===== config.mk =====
export PLATFORM = sky130hd
export DESIGN_NAME = flag_frame_receiver_crc16_core
export DESIGN_NICKNAME = d
export VERILOG_FILES = /design/src/sv/ffrc_pkg.sv /design/src/sv/ffrc_cfg.sv /design/src/sv/ffrc_parser.sv /design/src/sv/ffrc_outbuf.sv /design/src/sv/flag_frame_receiver_crc16_core.sv
export SDC_FILE = /design/constraint.sdc
export NUM_CORES = 1
export LEC_CHECK = 0
export ABC_AREA = 1
export BUFFER_PORTS_ARGS = -buffer_cell sky130_fd_sc_hd__clkbuf_2
export CELL_PAD_IN_SITES_DETAIL_PLACEMENT = 0
export CELL_PAD_IN_SITES_GLOBAL_PLACEMENT = 2
export CORE_UTILIZATION = 39
export DETAILED_ROUTE_END_ITERATION = 8
export PLACE_DENSITY_LB_ADDON = 0.1
export RECOVER_POWER = 100
export SETUP_SLACK_MARGIN = 0.3
export SLEW_MARGIN = 20
export SYNTH_ARGS = -nofsm -noshare
export SYNTH_HDL_FRONTEND = slang
export SYNTH_HIERARCHICAL = 1
export SYNTH_SLANG_ARGS = --single-unit

===== constraint.sdc =====
create_clock -name clk -period 6 [get_ports clk]
set_clock_uncertainty 0.05 [all_clocks]
set_input_delay 0 -clock clk [delete_from_list [all_inputs] [get_ports clk]]
set_output_delay 0 -clock clk [all_outputs]
set_load 0.05 [all_outputs]

===== src/sv/ffrc_pkg.sv =====
// Package for the flag-framed byte receiver with CRC-16 check.
// Holds the result word type, config struct, status and register codes, CRC step.
// No dependencies.
`default_nettype none

package ffrc_pkg;

  // Compile-time payload cap; the 6-bit limit register is clamped to it.
  localparam int unsigned MAX_PAYLOAD = 32;
  localparam logic [5:0] LIMIT_CAP = (MAX_PAYLOAD > 63) ? 6'd63 : 6'(MAX_PAYLOAD);

  localparam logic [15:0] CRC_INIT = 16'hFFFF;

  // Configuration register indexes
  localparam logic [1:0] REG_START_FLAG = 2'd0;
  localparam logic [1:0] REG_END_FLAG   = 2'd1;
  localparam logic [1:0] REG_LIMIT      = 2'd2;

  localparam logic [7:0] START_FLAG_RST = 8'h7E;
  localparam logic [7:0] END_FLAG_RST   = 8'h7D;
  localparam logic [5:0] LIMIT_RST      = 6'd32;

  localparam logic KIND_DATA  = 1'b0;
  localparam logic KIND_FRAME = 1'b1;

  typedef enum logic [1:0] {
    STAT_OK      = 2'd0,
    STAT_CRC_BAD = 2'd1,
    STAT_END_BAD = 2'd2
  } status_t;

  typedef struct packed {
    logic [7:0] start_flag;
    logic [7:0] end_flag;
    logic [5:0] limit;
  } cfg_t;

  typedef struct packed {
    logic       kind;
    logic [7:0] data_byte;
    logic [4:0] byte_index;
    logic [7:0] command;
    logic [5:0] length;
    status_t    status;
  } result_t;

  // One byte of CRC-16/CCITT-FALSE, MSB first, poly 0x1021.
  function automatic logic [15:0] crc16_step(input logic [15:0] crc, input logic [7:0] b);
    logic [7:0] x;
    begin
      x = crc[15:8] ^ b;
      x = x ^ (x >> 4);
      crc16_step = {crc[7:0], 8'h00} ^ {x[3:0], 12'h000} ^ {3'b000, x, 5'b00000}
                   ^ {8'h00, x};
    end
  endfunction

endpackage

`default_nettype wire


===== src/sv/ffrc_cfg.sv =====
// Configuration registers of the framed receiver.
// Depends on ffrc_pkg for register indexes and the cfg_t struct.
`default_nettype none

module ffrc_cfg import ffrc_pkg::*; (
  input  wire logic       clk,
  input  wire logic       rst_n,
  input  wire logic       cfg_we,
  input  wire logic [1:0] cfg_index,
  input  wire logic [7:0] cfg_wdata,
  output cfg_t            cfg
);

  cfg_t cfg_r;

  always_ff @(posedge clk) begin
    if (!rst_n) begin
      cfg_r.start_flag <= START_FLAG_RST;
      cfg_r.end_flag   <= END_FLAG_RST;
      cfg_r.limit      <= LIMIT_RST;
    end else if (cfg_we) begin
      unique case (cfg_index)
        REG_START_FLAG: cfg_r.start_flag <= cfg_wdata;
        REG_END_FLAG:   cfg_r.end_flag   <= cfg_wdata;
        REG_LIMIT:      cfg_r.limit      <= cfg_wdata[5:0];
        default: ;  // unused index: drop the write
      endcase
    end
  end

  assign cfg = cfg_r;

endmodule

`default_nettype wire


===== src/sv/ffrc_parser.sv =====
// Frame parser: phase machine, length clamp, payload count and running CRC.
// Depends on ffrc_pkg for cfg_t, result_t and crc16_step.
`default_nettype none

module ffrc_parser import ffrc_pkg::*; (
  input  wire logic       clk,
  input  wire logic       rst_n,
  input  wire cfg_t       cfg,
  input  wire logic       byte_take,
  input  wire logic [7:0] rx_byte,
  output logic            res_valid,
  output result_t         res
);

  typedef enum logic [2:0] {
    PH_HUNT, PH_CMD, PH_LEN_LO, PH_LEN_HI, PH_DATA, PH_CRC_LO, PH_CRC_HI, PH_END
  } phase_t;

  phase_t      phase_r,   phase_nxt;
  logic [7:0]  cmd_r,     cmd_nxt;
  logic [7:0]  len_lo_r,  len_lo_nxt;
  logic [5:0]  target_r,  target_nxt;
  logic [5:0]  count_r,   count_nxt;
  logic [15:0] crc_r,     crc_nxt;
  logic [15:0] rx_crc_r,  rx_crc_nxt;

  logic [5:0]  lim;
  logic [15:0] req;

  always_comb begin
    lim = (cfg.limit > LIMIT_CAP) ? LIMIT_CAP : cfg.limit;
    req = {rx_byte, len_lo_r};

    phase_nxt  = phase_r;
    cmd_nxt    = cmd_r;
    len_lo_nxt = len_lo_r;
    target_nxt = target_r;
    count_nxt  = count_r;
    crc_nxt    = crc_r;
    rx_crc_nxt = rx_crc_r;
    res_valid  = 1'b0;
    res        = '0;

    if (byte_take) begin
      unique case (phase_r)
        PH_HUNT: begin
          if (rx_byte == cfg.start_flag) phase_nxt = PH_CMD;
        end
        PH_CMD: begin
          cmd_nxt   = rx_byte;
          phase_nxt = PH_LEN_LO;
        end
        PH_LEN_LO: begin
          len_lo_nxt = rx_byte;
          phase_nxt  = PH_LEN_HI;
        end
        PH_LEN_HI: begin
          target_nxt = (req > {10'd0, lim}) ? lim : req[5:0];
          count_nxt  = '0;
          crc_nxt    = CRC_INIT;
          phase_nxt  = (target_nxt == '0) ? PH_CRC_LO : PH_DATA;
        end
        PH_DATA: begin
          res_valid      = 1'b1;
          res.kind       = KIND_DATA;
          res.data_byte  = rx_byte;
          res.byte_index = count_r[4:0];
          crc_nxt        = crc16_step(crc_r, rx_byte);
          count_nxt      = count_r + 6'd1;
          if (count_nxt >= target_r) phase_nxt = PH_CRC_LO;
        end
        PH_CRC_LO: begin
          rx_crc_nxt = {8'h00, rx_byte};
          phase_nxt  = PH_CRC_HI;
        end
        PH_CRC_HI: begin
          rx_crc_nxt = {rx_byte, rx_crc_r[7:0]};
          phase_nxt  = PH_END;
        end
        PH_END: begin
          res_valid   = 1'b1;
          res.kind    = KIND_FRAME;
          res.command = cmd_r;
          res.length  = target_r;
          // bad end flag wins over CRC mismatch
          if (rx_byte != cfg.end_flag)  res.status = STAT_END_BAD;
          else if (rx_crc_r != crc_r)   res.status = STAT_CRC_BAD;
          else                          res.status = STAT_OK;
          phase_nxt = PH_HUNT;
        end
        default: phase_nxt = PH_HUNT;
      endcase
    end
  end

  always_ff @(posedge clk) begin
    if (!rst_n) begin
      phase_r  <= PH_HUNT;
      cmd_r    <= '0;
      len_lo_r <= '0;
      target_r <= '0;
      count_r  <= '0;
      crc_r    <= CRC_INIT;
      rx_crc_r <= '0;
    end else begin
      phase_r  <= phase_nxt;
      cmd_r    <= cmd_nxt;
      len_lo_r <= len_lo_nxt;
      target_r <= target_nxt;
      count_r  <= count_nxt;
      crc_r    <= crc_nxt;
      rx_crc_r <= rx_crc_nxt;
    end
  end

endmodule

`default_nettype wire


===== src/sv/ffrc_outbuf.sv =====
// Two-place output buffer (main register plus skid) for result words.
// Depends on ffrc_pkg for result_t.
`default_nettype none

module ffrc_outbuf import ffrc_pkg::*; (
  input  wire logic    clk,
  input  wire logic    rst_n,
  input  wire logic    push,
  input  wire result_t push_word,
  output logic         full,
  output logic         out_valid,
  input  wire logic    out_stall,
  output result_t      out_word
);

  logic    main_vld_r;
  logic    skid_vld_r;
  result_t main_r;
  result_t skid_r;
  logic    pop;

  assign pop = main_vld_r && !out_stall;

  always_ff @(posedge clk) begin
    if (!rst_n) begin
      main_vld_r <= 1'b0;
      skid_vld_r <= 1'b0;
    end else if (skid_vld_r) begin
      // full: no push can arrive; drain skid into main on pop
      if (pop) begin
        main_vld_r <= 1'b1;
        skid_vld_r <= 1'b0;
      end
    end else if (!main_vld_r || pop) begin
      main_vld_r <= push;
    end else if (push) begin
      skid_vld_r <= 1'b1;
    end
  end

  always_ff @(posedge clk) begin
    if (skid_vld_r) begin
      if (pop) main_r <= skid_r;
    end else if (!main_vld_r || pop) begin
      if (push) main_r <= push_word;
    end else if (push) begin
      skid_r <= push_word;
    end
  end

  assign full      = skid_vld_r;
  assign out_valid = main_vld_r;
  assign out_word  = main_r;

endmodule

`default_nettype wire


===== src/sv/flag_frame_receiver_crc16_core.sv =====
// Top level of the flag-framed byte receiver with CRC-16/CCITT-FALSE check.
// Instantiates ffrc_cfg, ffrc_parser and ffrc_outbuf; uses ffrc_pkg.
//
//   channel  | ports                                   | direction
//   ---------+-----------------------------------------+----------
//   input    | in_valid, in_stall, in_rx_byte          | byte in
//   result   | out_valid, out_stall, out_* fields      | word out
//   config   | cfg_we, cfg_index, cfg_wdata            | write only
//
// One byte is taken per cycle while in_stall is low; phase, count and CRC update
// finish in the accepting cycle, and result words are registered into the buffer.
// in_stall rises only when both places of the output buffer hold words.
// Reset (synchronous, rst_n low) returns the parser to hunting for the start flag,
// loads the default flags and limit, and empties the output buffer.
`default_nettype none

module flag_frame_receiver_crc16_core import ffrc_pkg::*; (
  input  wire logic       clk,
  input  wire logic       rst_n,

  input  wire logic       cfg_we,
  input  wire logic [1:0] cfg_index,
  input  wire logic [7:0] cfg_wdata,

  input  wire logic       in_valid,
  output logic            in_stall,
  input  wire logic [7:0] in_rx_byte,

  output logic            out_valid,
  input  wire logic       out_stall,
  output logic            out_result_kind,
  output logic [7:0]      out_data_byte,
  output logic [4:0]      out_byte_index,
  output logic [7:0]      out_frame_command,
  output logic [5:0]      out_frame_length,
  output logic [1:0]      out_frame_status
);

  cfg_t    cfg;
  logic    byte_take;
  logic    res_valid;
  result_t res;
  result_t out_word;
  logic    buf_full;

  assign in_stall  = buf_full;
  assign byte_take = in_valid && !buf_full;

  ffrc_cfg u_cfg (
    .clk       (clk),
    .rst_n     (rst_n),
    .cfg_we    (cfg_we),
    .cfg_index (cfg_index),
    .cfg_wdata (cfg_wdata),
    .cfg       (cfg)
  );

  ffrc_parser u_parser (
    .clk       (clk),
    .rst_n     (rst_n),
    .cfg       (cfg),
    .byte_take (byte_take),
    .rx_byte   (in_rx_byte),
    .res_valid (res_valid),
    .res       (res)
  );

  ffrc_outbuf u_outbuf (
    .clk       (clk),
    .rst_n     (rst_n),
    .push      (res_valid),
    .push_word (res),
    .full      (buf_full),
    .out_valid (out_valid),
    .out_stall (out_stall),
    .out_word  (out_word)
  );

  assign out_result_kind   = out_word.kind;
  assign out_data_byte     = out_word.data_byte;
  assign out_byte_index    = out_word.byte_index;
  assign out_frame_command = out_word.command;
  assign out_frame_length  = out_word.length;
  assign out_frame_status  = out_word.status;

endmodule

`default_nettype wire

# [Word level (Yosys, flattened, before mapping)]
# Index checks and enable logic that the tools add are counted.
[totals] ff_bits=147 inputBits=23 out_inout_bits=32 word_cells=107
[op_classes] n_addsub=1 magnitude_cmp=3 eq_ne=15 muxes=28 bitwise=8 reduce_logical=27
[ops] operator="two-way mux 30 bit" count=5
[ops] operator="one-hot mux 16 bit (2 select lines)" count=2
[ops] operator="one-hot mux 3 bit (8 select lines)" count=1
[ops] operator="AND reduction 2 bit" count=9
[ops] operator="> comparator 16 x 6 -> 1 bit" count=1
[ops] operator="two-way mux 16 bit" count=1
[ops] operator="!= test 16 bit" count=1
[ops] operator="XOR 16 x 13 -> 16 bit" count=1
[ops] operator="XOR 16 bit" count=1
[ops] operator="XOR 16 x 8 -> 16 bit" count=1
[ops] operator="two-way mux 13 bit" count=1
[ops] operator="== test 3 bit (second input constant)" count=4
[ops] operator="two-way mux 1 bit" count=12
[ops] operator="two-way mux 6 bit" count=2
[ops] operator="one-hot mux 6 bit (2 select lines)" count=1
[ops] operator="AND reduction 3 bit" count=4
[ops] operator="== test 8 bit" count=1
[ops] operator="!= test 8 bit" count=1
[ops] operator="nonzero test 2 bit" count=4
[ops] operator="XOR 8 x 4 -> 8 bit" count=1
[ops] operator="XOR 8 bit" count=1
[ops] operator="adder 6 x 1 -> 6 bit (second input constant)" count=1
[ops] operator="== test 3 x 2 -> 1 bit (second input constant)" count=2
[ops] operator="greater-or-equal comparator 6 bit" count=1
[ops] operator="other kinds (16)" count=23

# [Longest topological paths before layout]
# Gate-level depths: netlist of run 1.
[depth] word_depth=8 depth_mapped=18 depth_no_buf=18

# [Modules after synthesis]
# Netlist of run 1, hierarchy kept.
[modules_own_cells] module="ffrc_parser" n_inst=1 cells_per_inst=539 area_each_um2=3789.9 seq_area_each_um2=1261.2
[modules_own_cells] module="ffrc_outbuf" n_inst=1 cells_per_inst=177 area_each_um2=2319.7 seq_area_each_um2=1841.8
[modules_own_cells] module="ffrc_cfg" n_inst=1 cells_per_inst=119 area_each_um2=900.9 seq_area_each_um2=440.4
[modules_own_cells] module="flag_frame_receiver_crc16_core" n_inst=1 cells_per_inst=2 area_each_um2=10.0 seq_area_each_um2=0.0

# [Worst setup path before layout of run 1]
# OpenSTA, ideal clock, no wires.
[synth_path] path_kind="flip-flop to flip-flop" start="reg u_outbuf.skid_vld_r (netlist: u_outbuf/full)" end="reg u_outbuf.main_r (netlist bit u_outbuf/out_word[0]) (enable)" setup_time_ps=427 arrival_ps=3176 t_required_ps=5523 slack_ps=2347 path_stages_with_launch=9 n_path_buf=1 period_less_slack_ps=3653 cell_sequence="dfxtp_1 -> nor2_2 -> inv_2 -> nor3_1 -> inv_1 -> clkbuf_1 -> nand2_1 -> nor2_1 -> a21oi_1"
[synth_between] elab_chain_cells=5 elab_cells_between_ends=7 cone_classes="eq/ne: 1; mux: 1; reduce/logical: 5"
[synth_lines] item="start, declared" line_no="ffrc_outbuf.sv:17" rtl="logic skid_vld_r;"
[synth_lines] item="start signal, assigned" line_no="ffrc_outbuf.sv:27" rtl="skid_vld_r <= 1'b0;"
[synth_lines] item="start signal, assigned" line_no="ffrc_outbuf.sv:32" rtl="skid_vld_r <= 1'b0;"
[synth_lines] item="start signal, assigned" line_no="ffrc_outbuf.sv:37" rtl="skid_vld_r <= 1'b1;"
[synth_lines] item="logical NOT 1 bit" line_no="flag_frame_receiver_crc16_core.sv:47" rtl="assign byte_take = in_valid && !buf_full;"
[synth_lines] item="logical AND 1 bit" line_no="flag_frame_receiver_crc16_core.sv:47"
[synth_lines] item="named net byte_take" line_no="flag_frame_receiver_crc16_core.sv:40" rtl="logic byte_take;"
[synth_lines] item="two-way mux 1 bit" line_no="ffrc_parser.sv:44" rtl="if (byte_take) begin"
[synth_lines] item="named net res_valid" line_no="flag_frame_receiver_crc16_core.sv:41" rtl="logic res_valid;"
[synth_lines] item="nonzero test 2 bit (no source line)"
[synth_lines] item="AND reduction 3 bit (no source line)"
[synth_lines] item="end signal, assigned" line_no="ffrc_outbuf.sv:43" rtl="if (pop) main_r <= skid_r;"
[synth_lines] item="end signal, assigned" line_no="ffrc_outbuf.sv:45" rtl="if (push) main_r <= push_word;"
[synth_lines] item="end, declared" line_no="ffrc_outbuf.sv:18" rtl="result_t main_r;"
# The timed path passes the listed nets, and every way through them passes these cells.
# A chain may end at the register's enable or synchronous reset.

# [Final worst setup path of run 1]
[layout_path] start="reg u_outbuf.skid_vld_r (netlist: u_outbuf/full)" end="reg u_outbuf.main_r (netlist bit u_outbuf/out_word[19]) (enable)"
[layout_between] elab_chain_cells=5 elab_cells_between_ends=7 cone_classes="eq/ne: 1; mux: 1; reduce/logical: 5"
[layout_lines] item="logical NOT 1 bit" line_no="flag_frame_receiver_crc16_core.sv:47"
[layout_lines] item="logical AND 1 bit" line_no="flag_frame_receiver_crc16_core.sv:47"
[layout_lines] item="two-way mux 1 bit" line_no="ffrc_parser.sv:44"
[layout_lines] item="nonzero test 2 bit (no source line)"
[layout_lines] item="AND reduction 3 bit (no source line) *"
# Every way passes the cells marked *; elsewhere a longest branch is shown, timed or not.

==> results.py, run 1 <==
metrics = {
    "route": {
        "drt_first_pass_iters": 5,
        "drt-wirelength-per-cell_um": 14.7,
        "drc": 0,
        "drtIter0Drc": 259,
        "drt_wl_total_um": 16800,
        "route.detailed.vias_per_inst": 4.84,
        "drtAntennaViolNets": 0,
        "dr_vias": 5516,
    },
    "sta": {
        "grt_setup_unrepaired": "false",
        "final_hold_viol_count": 0,
        "worst_slew_margin": 0.0169,
        "setup_tns_ps": 0,
        "finalCritPeriodShare": 0.650,
        "setup_ws_ps": 2100,
        "report.final.setup_viol": 0,
        "max_freq_ghz": 0.256,
        "period_minus_slack_ps": 3900,
        "max_slew.worst_pin.slew_ps": 1460,
        "finalMaxSlewViolations": 0,
    },
    "layout": {
        "final_layout_size_suffix_gt1_frac": 0.0885,
        "area.growth.synth_to_final_pct": 15.3,
        "final_cell_area_um2": 8100,
        "antenna_cell_count": 0,
        "design.final.nets": 942,
        "layout.filler_cells": 1738,
        "post-route-util": 0.465,
    },
    "clocking": {
        "cts_made_buffers": 17,
        "cts_resized": 0,
        "numClockSinks": 147,
        "clock-root-buffer": "clkbuf_16",
        "tritoncts": "yes",
        "clk_transition_reported_paths_ps": 60,
        "worst_skew_pair.late_latency_ps": 420,
        "cts.htree.levels": 4,
        "clock_tree.buffer_depth": 2,
        "cts_post_setup_buffers_inserted": 0,
    },
    "power": {
        "power.leakage_nw": 3.40,
        "power.ir.vdd_worst_v": 0.000197,
        "total_power_mw": 2.83,
        "pwr_dens_nw_per_um2": 349,
    },
    "die": {
        "floorplan.initialDensity": 0.403,
        "die_y_um": 136,
        "core_um2": 17400,
        "die_area_um2": 18500,
        "placement_rows": 48,
        "io-pin-count": 55,
        "die_width_um": 136,
    },
    "synthesis": {
        "syn-mean-instance-area_um2": 8.39,
        "synth_fp_nets": 877,
        "synth-async-reset-ratio": 0,
        "synth_cell_count_leaders": "230 x nand2_1, 87 x dfxtp_1, 77 x inv_1",
        "synth_enable_flop_cells": 60,
        "synthesized_netlist_cell_count": 837,
        "ys_types": 39,
        "yosysSeqAreaShare": 0.505,
        "synth_warnings": 6,
        "ys_dominant_reg_cell": "dfxtp_1",
        "yosys_register_bits": 147,
        "ys_top_cells_by_area": "edfxtp_1 26%, dfxtp_1 25%, nand2_1 12%, inv_1 4.1%, nor2_1 4.1%",
        "synthDominantCellAreaShare": 0.257,
        "synthMostInstantiatedCell": "nand2_1",
        "post_synth_instance_area_um2": 7020,
        "synth_largest_area_cell": "edfxtp_1",
    },
    "place": {
        "dp.final_hpwl_um": 12000,
        "place_congestion": 0.865,
        "dpl-instance-area_um2": 7400,
        "port_buffers": 54,
        "detailedPlace.worstSlack_ps": 2980,
    },
    "setup_path": {
        "cp_cell_sequence": "clkbuf_1 > clkinvlp_2 > nand2_1 > a21oi_1 > buf_4",
        "critPathRequiredTime_ps": 6100,
        "critical_path.n_buffers_inverters": 3,
        "worstReg2RegStart": "u_outbuf/full$_SDFF_PN0_",
        "timing.critical_path.to_type": "flip-flop",
        "critical_path_s_top_delay_family": "buffers and inverters",
        "worst_r2r_path_depth": 5,
        "timing_worst_setup_path_type": "reg -> reg",
        "critical-path-max-stage-delay_ps": 1440,
        "crit_path_start": "u_outbuf/full$_SDFF_PN0_",
        "cp_max_fo": 35,
        "critical_path_cell_count": 5,
        "worst_path_max_delay_cell": "clkinvlp_2",
        "worst-endpoint-arrival_ps": 4000,
        "start_kind": "flip-flop",
    },
    "global_route": {
        "antenna_found_initial": 0,
        "grt.overflow.total": 0,
        "grt_start_max_net_pins": 74,
        "groute.usage.overall": 0.195,
        "grt_pass1_wl_um": 27400,
        "number_of_global_route_vias_before_repair": 5166,
    },
    "worst_hold_path": {
        "holdPathStages": 3,
        "hold_path.startpoint": "in_rx_byte[4]",
        "min-delay-path-class": "in -> reg",
    },
    "status": {
        "result_of_the_run": "finished with violations",
        "failed_checks": "capacitance limit",
    },
    "run": {
        "maxCapViolCount": 1,
    },
}
-- power breakdown --
| group | leakage (nW) | internal, mW | switching (mW) |
|---|---|---|---|
| sequential | 1.27 | 1.13 | 0.0558 |
| clock | 0.286 | 0.659 | 0.434 |
| combinational | 1.85 | 0.163 | 0.383 |
| total | 3.40 | 1.95 | 0.872 |
-- layout make-up --
cell class / instances / area, um^2 / area share
clock inverter: 14 / 178 / 0.0219
inverter: 89 / 335 / 0.0414
tap: 225 / 282 / 0.0348
clock buffer: 18 / 429 / 0.0530
sequential: 147 / 3540 / 0.438
multi-input combinational: 569 / 2870 / 0.355
timing repair buffer: 78 / 455 / 0.0563
-- state kept, by name (all words and copies together), names as in the netlist --
signal and cells:
u_parser/cmd_r 8, u_parser/count_r 6, u_outbuf/full 1, u_parser/len_lo_r 8
u_parser/crc_r 16, u_outbuf/out_word 30, u_parser/rx_crc_r 16, u_parser/target_r 6
u_outbuf/out_valid 1, u_outbuf/skid_r 30, u_parser/phase_r 3, u_cfg/cfg 22
-- logic make-up (layout without fill, tap and decap cells) --
logic type / count (synthesis) / in the layout / share of synthesized area
flip-flops: 147 / 147 / 0.505
AO/OA/AOI/OAI: 110 / 110 / 0.0836
buffers and inverters: 121 / 199 / 0.0777
AND/OR/NAND/NOR: 401 / 401 / 0.251
adder cells (fa/ha/maj): 17 / 17 / 0.0303
XOR/XNOR: 41 / 41 / 0.0522
-- per-stage QoR --
step	std cells	hold slack, ps
floorplan	837	70.4
global placement	1088	222
global route	1140	29.5
detailed placement	1088	220
CTS	1140	4.77
finish	1140	16.1
-- worst min-delay path, cell delays in order --
cell and delay, ps:
clkbuf_2 240, nand2_1 130, a21oi_1 70
-- placed cells by master, fill, tap and decap left out, drive strengths merged --
cell type,netlist,layout
nand2,234,234
inv,89,91
dfxtp,87,87
nor2,83,83
clkbuf,13,73
edfxtp,60,60
nand3,51,51
a21oi,48,48
o21ai,47,47
xor2,24,24
dlygate4sd3,0,20
xnor2,17,17
ha,17,17
nand4,14,14
or2,9,9
o211ai,8,8
o22ai,5,5
clkinv,0,5
nor3,4,4
nor4,4,4
clkinvlp,0,4
bufinv,0,3
buf,19,3
and3b,1,1
a41oi,1,1
nor3b,1,1
o21a,1,1
-- worst paths after layout --
kind	slack, ps	to
max	2100	u_outbuf/out_word[19]$_DFFE_PP_
min	20	u_parser/rx_crc_r[12]$_SDFFE_PN0P_
max reg2reg	2100	u_outbuf/out_word[19]$_DFFE_PP_
min reg2reg	400	u_parser/len_lo_r[7]$_SDFFE_PN0P_
-- per-layer routing --
layer  global-route usage  wire length (um)  up-vias
li1                     -                 -     2846
met1                0.265              8210     2559
met2                0.310              7920      103
met3               0.0470               587        8
met4               0.0475                95        0
met5                    0                 0        -
-- what timing repair did --
item	CTS	global route
endpoints found under the hold margin	33	0
hold buffers	20	0
endpoints found under the setup margin	0	0
Note: power is estimated with default switching activity, not from simulation.
==> run 2: changes to the inputs <==
--- a/config.mk
+++ b/config.mk
@@ -9,7 +9,7 @@
 export BUFFER_PORTS_ARGS = -buffer_cell sky130_fd_sc_hd__clkbuf_2
 export CELL_PAD_IN_SITES_DETAIL_PLACEMENT = 0
 export CELL_PAD_IN_SITES_GLOBAL_PLACEMENT = 2
-export CORE_UTILIZATION = 39
+export CORE_UTILIZATION = 33
 export DETAILED_ROUTE_END_ITERATION = 8
 export PLACE_DENSITY_LB_ADDON = 0.1
 export RECOVER_POWER = 100
==> constraint.sdc (replaced) <==
create_clock -name clk -period 3.3 [get_ports clk]
set_clock_uncertainty 0.05 [all_clocks]
set_input_delay 0 -clock clk [delete_from_list [all_inputs] [get_ports clk]]
set_output_delay 0 -clock clk [all_outputs]
set_load 0.05 [all_outputs]
==> results.py, run 2 (same netlist as run 1, synthesis figures left out) <==
metrics = {
    "status": {
        "result_of_the_run": "finished with violations",
        "failed_checks": "capacitance limit, slew limit",
    },
    "sta": {
        "period_minus_slack_ps": 2780,
        "grt_setup_unrepaired": "false",
        "setup_ws_ps": 518,
        "worst_slew_margin": -0.0468,
        "finalMaxSlewViolations": 53,
        "finalCritPeriodShare": 0.843,
        "setup_tns_ps": 0,
        "max_slew.worst_pin.slew_ps": 1570,
        "hold_ws_ps": 6.43,
        "report.final.setup_viol": 0,
        "max_freq_ghz": 0.359,
        "final_hold_viol_count": 0,
    },
    "route": {
        "drt-wirelength-per-cell_um": 15.4,
        "route.detailed.vias_per_inst": 4.67,
        "drt_first_pass_iters": 4,
        "drc": 0,
        "dr_vias": 5539,
        "drt_wl_total_um": 18300,
        "drtAntennaViolNets": 0,
        "drtIter0Drc": 283,
    },
    "setup_path": {
        "timing.critical_path.to_type": "flip-flop",
        "critPathRequiredTime_ps": 3390,
        "worst-endpoint-arrival_ps": 2870,
        "cp_cell_sequence": "clkbuf_1 > inv_4 > nand2_1 > a21oi_2 > buf_4",
        "start_kind": "flip-flop",
        "critical-path-max-stage-delay_ps": 1140,
        "worst_path_max_delay_cell": "clkbuf_1",
        "timing_worst_setup_path_type": "reg -> reg",
        "cp_max_fo": 35,
    },
    "place": {
        "place_congestion": 0.762,
        "dp.final_hpwl_um": 13000,
        "port_buffers": 54,
        "detailedPlace.worstSlack_ps": 647,
        "placed_cells_incl_taps": 1135,
    },
    "clocking": {
        "cts_post_setup_buffers_inserted": 0,
        "clk_transition_reported_paths_ps": 70,
        "cts_resized": 0,
        "clock_tree.buffer_depth": 2,
        "clock-root-buffer": "clkbuf_16",
        "numClockSinks": 147,
        "worst_skew_pair.late_latency_ps": 420,
        "tritoncts": "yes",
        "cts.htree.levels": 4,
        "cts_made_buffers": 17,
    },
    "power": {
        "power.leakage_nw": 3.38,
        "power.ir.vdd_worst_v": 0.000347,
        "total_power_mw": 4.98,
        "pwr_dens_nw_per_um2": 614,
    },
    "die": {
        "placement_rows": 52,
        "core_um2": 20600,
        "die_y_um": 148,
        "floorplan.initialDensity": 0.341,
        "io-pin-count": 55,
        "die_width_um": 148,
        "die_area_um2": 21900,
    },
    "global_route": {
        "grt_start_max_net_pins": 41,
        "antenna_found_initial": 0,
        "number_of_global_route_vias_before_repair": 5355,
        "grt.overflow.total": 0,
        "grt_pass1_wl_um": 29100,
        "groute.usage.overall": 0.176,
    },
    "layout": {
        "layout.filler_cells": 2227,
        "layout.cells.most_common_list": "232 x nand2_1, 87 x dfxtp_1, 80 x inv_1, 76 x nor2_1, 60 x edfxtp_1",
        "commonest_non_fill_non_tap_cell_in_the_layout": "nand2_1",
        "final_layout_size_suffix_gt1_frac": 0.0962,
        "antenna_cell_count": 0,
        "final-instance-count-excl-fill": 1185,
        "design.final.nets": 943,
        "area.growth.synth_to_final_pct": 15.5,
    },
    "run": {
        "maxCapViolCount": 2,
    },
    "worst_hold_path": {
        "min-delay-path-class": "in -> reg",
    },
}
-- run 2: metrics by stage --
stage | area [um^2] | util
2_1_floorplan | 7030 | -
3_3_place_gp | 7470 | 0.363
3_5_place_dp | 7470 | 0.363
4_1_cts | 8210 | 0.399
5_1_grt | 8110 | 0.394
6_report | 8110 | 0.394
-- run 2: path summary, 6_finish.rpt --
check	from	end	slack, ps	cells after the start
worst max-delay path	u_outbuf/full$_SDFF_PN0_	u_outbuf/out_word[16]$_DFFE_PP_	520	5
worst min-delay path	in_rx_byte[4]	u_parser/rx_crc_r[12]$_SDFFE_PN0P_	6	3
worst max register to register	u_outbuf/full$_SDFF_PN0_	u_outbuf/out_word[16]$_DFFE_PP_	520	5
worst min register to register	u_parser/len_lo_r[7]$_SDFFE_PN0P_	u_parser/len_lo_r[7]$_SDFFE_PN0P_	400	2
-- run 2: cell type report --
class / instances / area, um^2 / area share
Inverter: 89 / 337 / 0.0415
Clock inverter: 14 / 119 / 0.0147
Tap cell: 270 / 338 / 0.0417
Timing Repair Buffer: 79 / 460 / 0.0568
Multi-Input combinational cell: 569 / 2890 / 0.356
Sequential cell: 147 / 3540 / 0.437
Clock buffer: 17 / 425 / 0.0525
-- run 2: routing by layer --
layer / global-route usage / part of all wire / vias up
li1: - / - / 2851
met1: 0.245 / 0.51 / 2566
met2: 0.277 / 0.45 / 107
met3: 0.0306 / 0.030 / 15
met4: 0.0577 / 0.011 / 0
met5: 0 / 0 / -
-- run 2: report_power, final --
group	total, mW	switching [mW]	internal (mW)
clock network	1.81	0.834	0.979
logic	1.00	0.703	0.302
registers	2.16	0.105	2.06
-- run 2: critical path, delay by kind of cell (launching register included) --
kind	cells	cell delay, ps
AO/OA/AOI/OAI	1	70
buffers and inverters	3	1770
flip-flops	1	340
AND/OR/NAND/NOR	1	250
-- run 2: what timing repair did --
item / 4_1_cts / 5_1_grt
hold endpoints to repair: 33 / 0
setup endpoints to repair: 0 / 0
hold buffers: 19 / 0
==> run 3: changes to the inputs <==
--- a/config.mk
+++ b/config.mk
@@ -9,7 +9,7 @@
 export BUFFER_PORTS_ARGS = -buffer_cell sky130_fd_sc_hd__clkbuf_2
 export CELL_PAD_IN_SITES_DETAIL_PLACEMENT = 0
 export CELL_PAD_IN_SITES_GLOBAL_PLACEMENT = 2
-export CORE_UTILIZATION = 33
+export CORE_UTILIZATION = 37
 export DETAILED_ROUTE_END_ITERATION = 8
 export PLACE_DENSITY_LB_ADDON = 0.1
 export RECOVER_POWER = 100
==> constraint.sdc (replaced) <==
create_clock -name clk -period 2.8 [get_ports clk]
set_clock_uncertainty 0.05 [all_clocks]
set_input_delay 0 -clock clk [delete_from_list [all_inputs] [get_ports clk]]
set_output_delay 0 -clock clk [all_outputs]
set_load 0.05 [all_outputs]
==> results.py, run 3 (same netlist as run 1, synthesis figures left out) <==
metrics = {
    "status": {
        "result_of_the_run": "completed",
    },
    "sta": {
        "period_minus_slack_ps": 2450,
        "report.final.setup_viol": 0,
        "grt_setup_unrepaired": "false",
        "max_freq_ghz": 0.408,
        "setup_ws_ps": 349,
        "worst_slew_margin": 0.380,
        "final_hold_viol_count": 0,
        "setup_tns_ps": 0,
        "finalMaxSlewViolations": 0,
        "max_slew.worst_pin.slew_ps": 925,
        "finalCritPeriodShare": 0.875,
    },
    "global_route": {
        "use_met3": 0.0375,
        "number_of_global_route_vias_before_repair": 5290,
        "grt_use_met1": 0.254,
        "antenna_found_initial": 0,
        "gr_peak_layer": "met2",
        "grt_start_max_net_pins": 73,
        "grt_pass1_wl_um": 28200,
        "grtUsageMet2": 0.300,
        "groute.usage.overall": 0.186,
        "grt.overflow.total": 0,
    },
    "clocking": {
        "cts.htree.levels": 4,
        "clock_tree.buffer_depth": 2,
        "cts_made_buffers": 17,
        "cts_post_setup_buffers_inserted": 0,
        "clock-root-buffer": "clkbuf_16",
        "tritoncts": "yes",
        "worst_skew_pair.late_latency_ps": 420,
        "numClockSinks": 147,
        "clk_transition_reported_paths_ps": 60,
    },
    "setup_path": {
        "worst_path_max_delay_cell": "clkbuf_4",
        "timing.critical_path.to_type": "flip-flop",
        "critPathRequiredTime_ps": 2820,
        "worst_r2r_path_depth": 9,
        "crit-reg2reg-capture": "u_outbuf/skid_r[22]$_DFFE_PP_",
        "cp_max_fo": 30,
        "start_kind": "flip-flop",
        "critical-path-max-stage-delay_ps": 410,
        "worst-endpoint-arrival_ps": 2470,
        "worstReg2RegStart": "u_outbuf/full$_SDFF_PN0_",
        "timing_worst_setup_path_type": "reg -> reg",
        "cp_cell_sequence": "nor2_1 > inv_1 > nor3_1 > buf_4 > inv_1 > nand2_1 > nand2_1 > nor2_4 > clkbuf_4",
        "crit_path_start": "u_outbuf/full$_SDFF_PN0_",
        "rrSetupSlack_ps": 350,
    },
    "power": {
        "pwr_dens_nw_per_um2": 746,
        "power.ir.vdd_worst_v": 0.000424,
        "power.leakage_nw": 3.42,
    },
    "worst_hold_path": {
        "timing.hold.worst_endpoint": "u_parser/rx_crc_r[5]$_SDFFE_PN0P_",
        "min-delay-path-class": "in -> reg",
        "holdPathStages": 3,
        "hold_path.startpoint": "in_rx_byte[5]",
    },
    "die": {
        "placement_rows": 50,
        "die_width_um": 140,
        "die_area_um2": 19500,
        "die_y_um": 140,
        "floorplan.initialDensity": 0.377,
        "core_um2": 18600,
        "io-pin-count": 55,
    },
    "route": {
        "drt_wl_total_um": 17400,
        "route.detailed.vias_per_inst": 4.86,
        "drt-wirelength-per-cell_um": 15.1,
        "drtAntennaViolNets": 0,
        "drt_first_pass_iters": 5,
        "dr_vias": 5608,
        "drc": 0,
        "drtIter0Drc": 334,
    },
    "layout": {
        "area.growth.synth_to_final_pct": 16.3,
        "design.final.nets": 947,
        "layout.filler_cells": 1905,
        "commonest_non_fill_non_tap_cell_in_the_layout": "nand2_1",
        "final_layout_size_suffix_gt1_frac": 0.0947,
        "antenna_cell_count": 0,
        "layout.cells.most_common_list": "233 x nand2_1, 87 x dfxtp_1, 79 x inv_1, 78 x nor2_1, 60 x edfxtp_1",
    },
    "place": {
        "port_buffers": 54,
        "dp.final_hpwl_um": 12500,
        "place_congestion": 0.809,
        "detailedPlace.worstSlack_ps": 641,
    },
    "run": {
        "maxCapViolCount": 0,
    },
}
run 3: cell types whose count changed in the layout (fill, tap and decap cells not counted), moves of 2 or more:
cell / delta
o21ai_1: +2
clkinvlp_4: -2
clkinv_4: +2
nor2_1: +2
o21ai_0: -2
a21oi_2: -2
nor2_2: -3
clkbuf_4: +2
inv_6: -4
bufinv_16: +3
clkbuf_1: +2
run 3: metal layers:
layer	vias up	part of all wire	routed length, um
li1	2858	-	-
met5	-	0	0
met2	125	0.46	7990
met1	2614	0.49	8590
met4	0	0.0090	157
met3	11	0.037	647
run 3: repair_timing:
action / CTS / global route
endpoints found under the setup margin: 0 / 0
resized for setup: 0 / 0
hold endpoints to repair: 35 / 0
hold buffers: 20 / 0
run 3: cell type report:
type | instances | area [um^2] | share of cell area
sequential | 147 | 3540 | 0.434
multi-input combinational | 569 | 2900 | 0.356
timing repair buffer | 83 | 485 | 0.0594
clock buffer | 17 | 425 | 0.0521
inverter | 89 | 337 | 0.0412
tap | 234 | 293 | 0.0358
clock inverter | 14 | 180 | 0.0221
run 3: stage by stage:
step	utilization	instance area (um^2)	total power, mW	instances	hold WS, ps
6_report	0.438	8170	6.10	1153	30.5
5_1_grt	0.438	8170	6.41	1153	23.1
4_1_cts	0.444	8270	6.19	1153	5.36
3_5_place_dp	0.401	7470	3.80	1102	215
3_3_place_gp	0.401	7470	3.77	1102	215
2_1_floorplan	-	7050	3.49	837	70.4
run 3: critical path: cells and delay by family (launching register included):
| kind | cells | cell delay, ps |
|---|---|---|
| buffers and inverters | 4 | 890 |
| and+or+nand+nor | 5 | 830 |
| DFF | 1 | 310 |
run 3: how the worst max path moves through the flow:
stage                                                   to  slack (ps)  cells past startpoint
after floorplan             u_outbuf/out_word[0]$_DFFE_PP_         310                      8
after global placement    u_parser/phase_r[0]$_SDFFE_PN0P_         700                     16
after detailed placement    u_outbuf/out_word[9]$_DFFE_PP_         640                      9
after CTS                 u_parser/phase_r[0]$_SDFFE_PN0P_         630                     13
after global routing        u_outbuf/out_word[4]$_DFFE_PP_         180                      9
final                        u_outbuf/skid_r[22]$_DFFE_PP_         350                      9
run 3: power by group:
group	total (mW)	internal [mW]	switching, mW
clock network	2.35	1.41	0.941
logic	1.19	0.358	0.835
registers	2.55	2.43	0.123
